## config.mk

```make
export PLATFORM = sky130hd
export DESIGN_NAME = sample_to_delta_instruction_encoder_unit_flat
export DESIGN_NICKNAME = d
export VERILOG_FILES = /design/src/rtl/sde_pkg.sv /design/src/rtl/sde_ifs.sv /design/src/rtl/sde_front.sv /design/src/rtl/sde_queue.sv /design/src/rtl/sde_back.sv /design/src/rtl/sample_to_delta_instruction_encoder_unit.sv /design/src/flat_wrapper.sv
export SDC_FILE = /design/constraint.sdc
export NUM_CORES = 1
export LEC_CHECK = 0
export ABC_CLOCK_PERIOD_IN_PS = 12100
export BUFFER_PORTS_ARGS = -buffer_cell sky130_fd_sc_hd__buf_2
export CORE_ASPECT_RATIO = 1.5
export CORE_MARGIN = 2
export CORE_UTILIZATION = 35
export CTS_BUF_LIST = sky130_fd_sc_hd__clkbuf_2 sky130_fd_sc_hd__clkbuf_4 sky130_fd_sc_hd__clkbuf_8
export DETAILED_ROUTE_END_ITERATION = 7
export SLEW_MARGIN = 20
export SYNTH_ARGS = -nofsm -noshare
export SYNTH_HDL_FRONTEND = slang
export SYNTH_SLANG_ARGS = --single-unit
```

## constraint.sdc

```tcl
create_clock -name clk -period 12.1 [get_ports clk]
set_input_delay 2.42 -clock clk [delete_from_list [all_inputs] [get_ports clk]]
set_output_delay 2.42 -clock clk [all_outputs]
set_load 0.01 [all_outputs]
```

## src/rtl/sde_pkg.sv

```systemverilog
// Shared constants, types and codes of the sample-to-delta instruction encoder.
`timescale 1ns / 1ps

package sde_pkg;

    localparam int TIME_W           = 32;
    localparam int MASK_BITS        = 8;
    localparam int AMP_W            = 7;
    localparam int CHAN_IDX_W       = 3;
    localparam int AMP_SCALE        = 10;
    localparam int AMP_VAL_W        = 11;
    localparam int AMP_VALUE_MAX    = 1270;
    localparam int CHANNELS_DEFAULT = 8;
    localparam int QUEUE_DEPTH      = 2;

    // Pending work of one sample: bit 0 is the time increment, bit i+1 is channel i.
    localparam int PEND_BITS = MASK_BITS + 1;
    localparam int PEND_IDX_W = $clog2(PEND_BITS);

    localparam logic KIND_TIME = 1'b0;
    localparam logic KIND_AMP  = 1'b1;

    typedef struct packed {
        logic                  time_emit;
        logic [TIME_W-1:0]     delta;
        logic [MASK_BITS-1:0]  ch_emit;
        logic [MASK_BITS-1:0]  on_mask;
        logic [AMP_VAL_W-1:0]  amp_value;
    } sde_job_t;

endpackage

```

## src/rtl/sde_ifs.sv

```systemverilog
// Stream interfaces for sample beats and instruction beats.
`timescale 1ns / 1ps

interface sde_sample_if
    import sde_pkg::*;
();
    logic                 valid;
    logic                 ready;
    logic [TIME_W-1:0]    sample_time_ms;
    logic [MASK_BITS-1:0] channel_mask;
    logic [AMP_W-1:0]     amplitude_pct;
    logic                 start_of_pattern;

    modport source (output valid, sample_time_ms, channel_mask, amplitude_pct,
                    start_of_pattern, input ready);
    modport sink   (input valid, sample_time_ms, channel_mask, amplitude_pct,
                    start_of_pattern, output ready);
endinterface

interface sde_instr_if
    import sde_pkg::*;
();
    logic                  valid;
    logic                  ready;
    logic                  instr_kind;
    logic [CHAN_IDX_W-1:0] channel_index;
    logic [TIME_W-1:0]     instr_value;
    logic                  last_of_run;

    modport source (output valid, instr_kind, channel_index, instr_value, last_of_run,
                    input ready);
    modport sink   (input valid, instr_kind, channel_index, instr_value, last_of_run,
                    output ready);
endinterface

```

## src/rtl/sde_front.sv

```systemverilog
// Front end: accepts samples, compares them with the previous one and builds jobs.
`timescale 1ns / 1ps

module sde_front
    import sde_pkg::*;
#(
    parameter int CHANNELS = CHANNELS_DEFAULT
) (
    input  logic         clk,
    input  logic         rst_n,
    sde_sample_if.sink   sample,
    output sde_job_t     job,
    output logic         job_valid,
    input  logic         job_ready
);

    localparam int EMIT_CH = (CHANNELS < MASK_BITS) ? CHANNELS : MASK_BITS;

    logic [TIME_W-1:0]    prev_time_reg;
    logic [MASK_BITS-1:0] prev_mask_reg;
    logic [AMP_W-1:0]     prev_amp_reg;

    logic [TIME_W-1:0]    prev_time_eff;
    logic [MASK_BITS-1:0] prev_mask_eff;
    logic [AMP_W-1:0]     prev_amp_eff;
    logic                 amp_changed;
    logic                 accept;

    always_comb
    begin
        prev_time_eff = sample.start_of_pattern ? '0 : prev_time_reg;
        prev_mask_eff = sample.start_of_pattern ? '0 : prev_mask_reg;
        prev_amp_eff  = sample.start_of_pattern ? '0 : prev_amp_reg;
        amp_changed   = (sample.amplitude_pct != prev_amp_eff);

        job.delta     = sample.sample_time_ms - prev_time_eff;
        job.time_emit = (job.delta != '0);
        job.on_mask   = sample.channel_mask;
        job.amp_value = AMP_VAL_W'(sample.amplitude_pct) * AMP_VAL_W'(AMP_SCALE);
        for (int i = 0; i < MASK_BITS; i++)
        begin
            if (i < EMIT_CH)
            begin
                job.ch_emit[i] = (sample.channel_mask[i] != prev_mask_eff[i])
                               || (sample.channel_mask[i] && amp_changed);
            end
            else
            begin
                job.ch_emit[i] = 1'b0;
            end
        end

        // A sample that changes nothing is taken but leaves no job behind.
        job_valid    = sample.valid && (job.time_emit || (job.ch_emit != '0));
        sample.ready = job_ready;
        accept       = sample.valid && job_ready;
    end

    always_ff @(posedge clk or negedge rst_n)
    begin
        if (!rst_n)
        begin
            prev_time_reg <= '0;
            prev_mask_reg <= '0;
            prev_amp_reg  <= '0;
        end
        else if (accept)
        begin
            prev_time_reg <= sample.sample_time_ms;
            prev_mask_reg <= sample.channel_mask;
            prev_amp_reg  <= sample.amplitude_pct;
        end
    end

endmodule

```

## src/rtl/sde_queue.sv

```systemverilog
// Short job queue that decouples the front end from the back end.
`timescale 1ns / 1ps

module sde_queue
    import sde_pkg::*;
#(
    parameter int DEPTH = QUEUE_DEPTH
) (
    input  logic     clk,
    input  logic     rst_n,
    input  sde_job_t push_job,
    input  logic     push_valid,
    output logic     push_ready,
    output sde_job_t pop_job,
    output logic     pop_valid,
    input  logic     pop_ready
);

    localparam int PTR_W = (DEPTH > 1) ? $clog2(DEPTH) : 1;
    localparam int CNT_W = $clog2(DEPTH + 1);

    sde_job_t         slots [DEPTH];
    logic [PTR_W-1:0] wr_ptr_reg, wr_ptr_next;
    logic [PTR_W-1:0] rd_ptr_reg, rd_ptr_next;
    logic [CNT_W-1:0] count_reg, count_next;
    logic             do_push, do_pop;

    always_comb
    begin
        push_ready = (count_reg != CNT_W'(DEPTH));
        pop_valid  = (count_reg != '0);
        pop_job    = slots[rd_ptr_reg];
        do_push    = push_valid && push_ready;
        do_pop     = pop_valid && pop_ready;

        wr_ptr_next = wr_ptr_reg;
        rd_ptr_next = rd_ptr_reg;
        if (do_push)
        begin
            wr_ptr_next = (wr_ptr_reg == PTR_W'(DEPTH - 1)) ? '0 : wr_ptr_reg + 1'b1;
        end
        if (do_pop)
        begin
            rd_ptr_next = (rd_ptr_reg == PTR_W'(DEPTH - 1)) ? '0 : rd_ptr_reg + 1'b1;
        end

        count_next = count_reg;
        if (do_push && !do_pop)
        begin
            count_next = count_reg + 1'b1;
        end
        else if (do_pop && !do_push)
        begin
            count_next = count_reg - 1'b1;
        end
    end

    always_ff @(posedge clk)
    begin
        if (do_push)
        begin
            slots[wr_ptr_reg] <= push_job;
        end
    end

    always_ff @(posedge clk or negedge rst_n)
    begin
        if (!rst_n)
        begin
            wr_ptr_reg <= '0;
            rd_ptr_reg <= '0;
            count_reg  <= '0;
        end
        else
        begin
            wr_ptr_reg <= wr_ptr_next;
            rd_ptr_reg <= rd_ptr_next;
            count_reg  <= count_next;
        end
    end

endmodule

```

## src/rtl/sde_back.sv

```systemverilog
// Back end: serializes the pending instructions of one job, one beat per cycle unless the receiver stalls.
`timescale 1ns / 1ps

module sde_back
    import sde_pkg::*;
(
    input  logic        clk,
    input  logic        rst_n,
    input  sde_job_t    job,
    input  logic        job_valid,
    output logic        job_ready,
    sde_instr_if.source instr
);

    // Working job.
    logic                 work_valid_reg, work_valid_next;
    logic [PEND_BITS-1:0] pend_reg, pend_next;
    logic [TIME_W-1:0]    delta_reg;
    logic [MASK_BITS-1:0] on_mask_reg;
    logic [AMP_VAL_W-1:0] amp_value_reg;

    // Output register.
    logic                  out_valid_reg, out_valid_next;
    logic                  out_kind_reg;
    logic [CHAN_IDX_W-1:0] out_chan_reg;
    logic [TIME_W-1:0]     out_value_reg;
    logic                  out_last_reg;

    logic                  advance;
    logic                  emit;
    logic                  load;
    logic [PEND_BITS-1:0]  pend_rest;
    logic [PEND_IDX_W-1:0] sel_idx;
    logic [CHAN_IDX_W-1:0] sel_chan;
    logic                  sel_kind;
    logic [TIME_W-1:0]     sel_value;

    always_comb
    begin
        advance = !out_valid_reg || instr.ready;
        emit    = work_valid_reg && advance;

        // Lowest pending bit wins: time first, then channels in ascending order.
        sel_idx = '0;
        for (int i = PEND_BITS - 1; i >= 0; i--)
        begin
            if (pend_reg[i])
            begin
                sel_idx = PEND_IDX_W'(i);
            end
        end
        pend_rest = pend_reg & (pend_reg - 1'b1);

        sel_kind  = (sel_idx == '0) ? KIND_TIME : KIND_AMP;
        sel_chan  = (sel_idx == '0) ? '0 : CHAN_IDX_W'(sel_idx - 1'b1);
        if (sel_idx == '0)
        begin
            sel_value = delta_reg;
        end
        else if (on_mask_reg[sel_chan])
        begin
            sel_value = TIME_W'(amp_value_reg);
        end
        else
        begin
            sel_value = '0;
        end

        job_ready = !work_valid_reg || (emit && (pend_rest == '0));
        load      = job_valid && job_ready;

        work_valid_next = work_valid_reg;
        pend_next       = pend_reg;
        if (emit)
        begin
            pend_next       = pend_rest;
            work_valid_next = (pend_rest != '0);
        end
        if (load)
        begin
            pend_next       = {job.ch_emit, job.time_emit};
            work_valid_next = 1'b1;
        end

        out_valid_next = emit ? 1'b1 : (out_valid_reg && !instr.ready);

        instr.valid         = out_valid_reg;
        instr.instr_kind    = out_kind_reg;
        instr.channel_index = out_chan_reg;
        instr.instr_value   = out_value_reg;
        instr.last_of_run   = out_last_reg;
    end

    always_ff @(posedge clk or negedge rst_n)
    begin
        if (!rst_n)
        begin
            work_valid_reg <= 1'b0;
            pend_reg       <= '0;
            out_valid_reg  <= 1'b0;
        end
        else
        begin
            work_valid_reg <= work_valid_next;
            pend_reg       <= pend_next;
            out_valid_reg  <= out_valid_next;
        end
    end

    always_ff @(posedge clk)
    begin
        if (load)
        begin
            delta_reg     <= job.delta;
            on_mask_reg   <= job.on_mask;
            amp_value_reg <= job.amp_value;
        end
        if (emit)
        begin
            out_kind_reg  <= sel_kind;
            out_chan_reg  <= sel_chan;
            out_value_reg <= sel_value;
            out_last_reg  <= (pend_rest == '0);
        end
    end

endmodule

```

## src/rtl/sample_to_delta_instruction_encoder_unit.sv

```systemverilog
// Top level of the sample-to-delta instruction encoder.
`timescale 1ns / 1ps
//
// The block turns a stream of haptic samples into decoded instructions.
// Channel sample: one beat per sample (timestamp, channel-on mask, amplitude
// percent, start flag). Channel instr: one beat per instruction (kind, channel
// index, value, last flag). Both use valid/ready; a beat moves when both are high.
// For each sample the block emits a time increment when the timestamp moved
// (delta modulo 2^32), then one set-amplitude beat per changed channel in
// ascending order. A sample that changes nothing yields no beat. last_of_run
// marks the final beat of a sample.
// The first beat of a sample passes the job queue, the back end's working job
// and its output register before it is presented on instr.
// Throughput: unless the receiver stalls, the back end sends one beat per
// cycle, and a sample yields up to nine beats; the front end takes one
// sample per cycle while the two-entry job queue has room.
// Reset clears the previous sample to zeros and empties the queue and the
// output register. When the receiver stalls, the output beat holds, the back
// end waits, the queue fills and then sample.ready drops.

module sample_to_delta_instruction_encoder_unit
    import sde_pkg::*;
#(
    parameter int CHANNELS    = CHANNELS_DEFAULT,
    parameter int QUEUE_SLOTS = QUEUE_DEPTH
) (
    input  logic        clk,
    input  logic        rst_n,
    sde_sample_if.sink  sample,
    sde_instr_if.source instr
);

    sde_job_t front_job;
    logic     front_valid;
    logic     front_ready;
    sde_job_t back_job;
    logic     back_valid;
    logic     back_ready;

    // Front end: compares each sample with the previous one.
    sde_front #(
        .CHANNELS (CHANNELS)
    ) u_front (
        .clk       (clk),
        .rst_n     (rst_n),
        .sample    (sample),
        .job       (front_job),
        .job_valid (front_valid),
        .job_ready (front_ready)
    );

    // Jobs wait here so that the front end keeps taking samples during a run.
    sde_queue #(
        .DEPTH (QUEUE_SLOTS)
    ) u_queue (
        .clk        (clk),
        .rst_n      (rst_n),
        .push_job   (front_job),
        .push_valid (front_valid),
        .push_ready (front_ready),
        .pop_job    (back_job),
        .pop_valid  (back_valid),
        .pop_ready  (back_ready)
    );

    // Back end: one instruction beat per cycle from the working job unless instr stalls.
    sde_back u_back (
        .clk       (clk),
        .rst_n     (rst_n),
        .job       (back_job),
        .job_valid (back_valid),
        .job_ready (back_ready),
        .instr     (instr)
    );

endmodule

```

## src/flat_wrapper.sv

```systemverilog
// flat-port wrapper written by rule: the top's interface ports become plain ports
module sample_to_delta_instruction_encoder_unit_flat import sde_pkg::*;
#(
    parameter int CHANNELS    = CHANNELS_DEFAULT,
    parameter int QUEUE_SLOTS = QUEUE_DEPTH
)
  (clk, rst_n, sample_valid, sample_sample_time_ms, sample_channel_mask, sample_amplitude_pct, sample_start_of_pattern, sample_ready, instr_valid, instr_instr_kind, instr_channel_index, instr_instr_value, instr_last_of_run, instr_ready);
  sde_sample_if sample_i ();
  sde_instr_if instr_i ();
  input  logic clk;
  input  logic rst_n;
  input wire logic [$bits(sample_i.valid)-1:0] sample_valid;
  input wire logic [$bits(sample_i.sample_time_ms)-1:0] sample_sample_time_ms;
  input wire logic [$bits(sample_i.channel_mask)-1:0] sample_channel_mask;
  input wire logic [$bits(sample_i.amplitude_pct)-1:0] sample_amplitude_pct;
  input wire logic [$bits(sample_i.start_of_pattern)-1:0] sample_start_of_pattern;
  output wire logic [$bits(sample_i.ready)-1:0] sample_ready;
  output wire logic [$bits(instr_i.valid)-1:0] instr_valid;
  output wire logic [$bits(instr_i.instr_kind)-1:0] instr_instr_kind;
  output wire logic [$bits(instr_i.channel_index)-1:0] instr_channel_index;
  output wire logic [$bits(instr_i.instr_value)-1:0] instr_instr_value;
  output wire logic [$bits(instr_i.last_of_run)-1:0] instr_last_of_run;
  input wire logic [$bits(instr_i.ready)-1:0] instr_ready;
  assign sample_i.valid = sample_valid;
  assign sample_i.sample_time_ms = sample_sample_time_ms;
  assign sample_i.channel_mask = sample_channel_mask;
  assign sample_i.amplitude_pct = sample_amplitude_pct;
  assign sample_i.start_of_pattern = sample_start_of_pattern;
  assign sample_ready = sample_i.ready;
  assign instr_valid = instr_i.valid;
  assign instr_instr_kind = instr_i.instr_kind;
  assign instr_channel_index = instr_i.channel_index;
  assign instr_instr_value = instr_i.instr_value;
  assign instr_last_of_run = instr_i.last_of_run;
  assign instr_i.ready = instr_ready;
  sample_to_delta_instruction_encoder_unit #(.CHANNELS(CHANNELS), .QUEUE_SLOTS(QUEUE_SLOTS)) u_core (.clk(clk), .rst_n(rst_n), .sample(sample_i), .instr(instr_i));
endmodule
```

==> results.py <==
metrics = {
    "outcome": {
        "status": "finished clean",
    },
    "placed_design": {
        "gp_congestion": 0.879,
        "dpl.hpwl_microns": 17900,
        "place_inst": 1454,
        "portBuffers": 90,
        "dpl_worst_slack_ns": 4.73,
    },
    "clock_tree": {
        "root_buffer": "clkbuf_8",
        "hold_buffers": 0,
        "cts_resized": 0,
        "cts_buffers": 38,
        "clk-insertion-delay-late_ns": 0.55,
        "clock-sinks": 267,
        "postCtsSetupBuffers": 0,
        "cts_tree": "built",
        "clkSlewWorstSetupHoldPaths_ns": 0.06,
        "clockBufferDepth": 3,
        "h-tree-depth": 2,
    },
    "critical_path": {
        "critPathKind": "input pin to flip-flop",
        "rr_endpoint": "u_core.u_queue.slots[1][7]",
        "reg2reg_slack_ns": 7.35,
        "cp_data_required_time_ns": 12.27,
        "rr_worst_depth": 14,
        "critPathArrivalTime_ns": 6.91,
        "critPathMaxFanout": 48,
        "r2r-start": "u_core.u_front.prev_time_reg[0]",
        "cp-end-kind": "flip-flop",
        "critPathLaunchType": "input pin",
    },
    "hold_path": {
        "hold_depth": 2,
        "min_from": "u_core.u_front.prev_time_reg[0]",
        "holdPathEnd": "u_core.u_front.prev_time_reg[0]",
        "hp-class": "flip-flop to flip-flop",
    },
    "power_and_ir_drop": {
        "power.leakage_nw": 5.48,
        "peakVddDrop_uv": 92.8,
        "p_per_area_nw_per_um2": 261,
    },
    "detailed_routing": {
        "viasPerCell": 4.87,
        "totalWireLength_microns": 25100,
        "route.detailed.drc": 0,
        "drtIter0Drc": 403,
        "wl_per_cell_microns": 16.5,
        "postRouteAntennaNets": 0,
        "via_count": 7408,
        "drtPass1Iterations": 4,
    },
    "logic_synthesis": {
        "synth_nets": 1012,
        "synth_cell_type_count": 64,
        "synth_top_area_cell": "edfxtp_1",
        "seq_area_frac_synth_pct": 62.4,
        "synthSimpleGateAreaFrac_pct": 8.19,
        "synth.mux.area_fraction_pct": 9.79,
        "yosysWarningCount": 0,
        "synth_top_area_share_pct": 49.8,
        "synth-main-ff-cell": "edfxtp_1",
        "synth_top_family_by_area": "multiplexers",
        "synth-seq-cells": 267,
        "syn_inst": 912,
        "synth_edf_count": 205,
        "synthTopCellsByArea": "edfxtp_1, dfrtp_1, mux2_2",
        "post_synth.cell_area_avg_sq_um": 13.5,
        "synth-xor-area-share_pct": 3.32,
        "synthArstFlopShare_pct": 23.2,
        "synth_area_sq_um": 12400,
        "synth-compound-area-share_pct": 9.34,
        "synthAdderAreaFrac_pct": 5.14,
    },
    "final_layout": {
        "fillers": 3314,
        "area_growth_pct": 14.8,
        "post_layout_nonfiller_instances": 1522,
        "multiInputGateArea_sq_um": 4430,
        "nets": 1121,
        "antenna_cells": 0,
        "largest_register_ffs": 118,
        "register_area_sq_um": 7710,
        "drive_gt1_share_pct": 26.3,
        "regMostFlops": "u_core.u_queue.slots",
    },
    "floorplanning": {
        "initial_utilization_pct": 35.4,
        "core_area_sq_um": 34900,
        "die_x_microns": 157,
        "row_count": 84,
        "die_y_microns": 234,
        "io_pins": 91,
        "fp.dieArea_sq_um": 36800,
    },
    "global_routing": {
        "grt_pass1_wl_microns": 39200,
        "grt_use_total_pct": 13.8,
        "grt_start_max_net_pins": 63,
        "antenna_found_initial": 0,
        "first_global_vias": 7398,
        "gr-total-overflow": 0,
    },
    "sta": {
        "hold_viol": 0,
        "period_share_pct": 55.7,
        "clock_skew_ns": 0.0240,
        "post-route-min-period_ns": 6.74,
        "rsz0062_at_grt": "false",
        "drv_slew": 0,
        "worst_pin_slew_ns": 0.885,
        "tns_ns": 0,
        "fmax_ghz": 0.148,
        "setup_viol": 0,
        "slew_headroom_pct": 40.9,
        "fin_ws_ns": 5.36,
    },
    "job": {
        "maxCapViolations": 0,
    },
}
## synthesized netlist by cell type, drive strengths merged, types with 10 or more instances
cell type / number
edfxtp: 205
mux2: 93
xnor2: 31
clkbuf: 22
ha: 46
a21o: 10
and3: 25
o21ai: 38
a22o: 10
inv: 30
nor2: 40
xor2: 15
nand2: 94
a21oi: 47
mux2i: 14
nand2b: 10
nor3: 11
dfrtp: 62
## cells by family (layout without fill, tap and decap cells)
family	count (synthesis)	in the layout
fa+ha+maj	50	50
buf+inv	59	196
flops	267	267
simple gates	215	215
compound gates	167	167
mux	108	108
xor+xnor	46	46
## placed cells by master (no fill, tap or decap), types with 8 or more instances in the layout
cell type | netlist | layout
a21o_1 | 10 | 10
a21oi_1 | 46 | 46
a22o_1 | 10 | 10
and3_1 | 25 | 25
buf_2 | 3 | 90
buf_4 | 0 | 8
clkbuf_4 | 0 | 17
clkbuf_8 | 0 | 42
dfrtp_1 | 62 | 61
edfxtp_1 | 205 | 205
ha_1 | 46 | 46
inv_1 | 29 | 28
mux2_2 | 93 | 93
mux2i_1 | 14 | 14
nand2_1 | 94 | 93
nand2b_1 | 10 | 10
nor2_1 | 40 | 40
nor3_1 | 10 | 10
o21ai_0 | 31 | 31
o2bb2ai_1 | 8 | 8
xnor2_1 | 31 | 31
xor2_1 | 14 | 14
## layer usage
layer	global-route usage [%]	vias to the layer above	routed length (microns)
li1	-	3640	-
met1	15.5	3596	9950
met2	25.5	120	13500
met3	2.37	52	820
met4	6.14	0	888
met5	0	-	0
## worst max-delay path, cell delays in order
cell	delay, ns
buf_2	0.14
inv_2	0.46
nand2_1	0.11
ha_1	0.51
nand2_1	0.21
nor4_1	0.45
o2111a_1	0.24
nand3b_1	0.24
o31a_1	0.20
xor2_1	0.37
nor4_1	0.08
and4_1	0.20
a31oi_4	0.23
nor2b_4	0.39
buf_4	0.59
## metrics by stage
stage / hold WS [ns] / power [mW] / util, % / area, sq um
floorplan: 0.442 / 2.58 / - / 12400
global placement: 0.473 / 2.96 / 38.3 / 13400
detailed placement: 0.482 / 2.98 / 38.3 / 13400
CTS: 0.496 / 3.76 / 40.6 / 14200
global route: 0.514 / 3.95 / 40.6 / 14200
finish: 0.492 / 3.71 / 40.6 / 14200
## area by class of cell
type / count / area share [%]
multi-input cells: 586 / 31.3
inverters: 30 / 0.803
repair buffers: 98 / 3.60
flip-flops and latches: 267 / 54.3
well taps: 473 / 4.17
clock inverters: 9 / 0.847
clock buffers: 59 / 4.98
## power breakdown
group | total [mW] | internal (mW) | leakage, nW | switching [mW]
sequential | 1.64 | 1.51 | 2.66 | 0.130
combinational | 1.30 | 0.524 | 2.38 | 0.776
clock | 0.761 | 0.436 | 0.438 | 0.326
## worst max-delay path by stage
stage,start,end,slack (ns)
2_1_floorplan,sample_start_of_pattern,u_core.u_queue.slots[0][0],3.90
3_3_place_gp,sample_start_of_pattern,u_core.u_queue.slots[0][4],4.79
3_5_place_dp,sample_start_of_pattern,u_core.u_queue.slots[0][4],4.73
4_1_cts,sample_start_of_pattern,u_core.u_queue.slots[0][20],5.32
5_1_grt,sample_start_of_pattern,u_core.u_queue.slots[0][20],4.90
6_report,sample_start_of_pattern,u_core.u_queue.slots[0][9],5.36
Power figures use the tool's default switching activity.
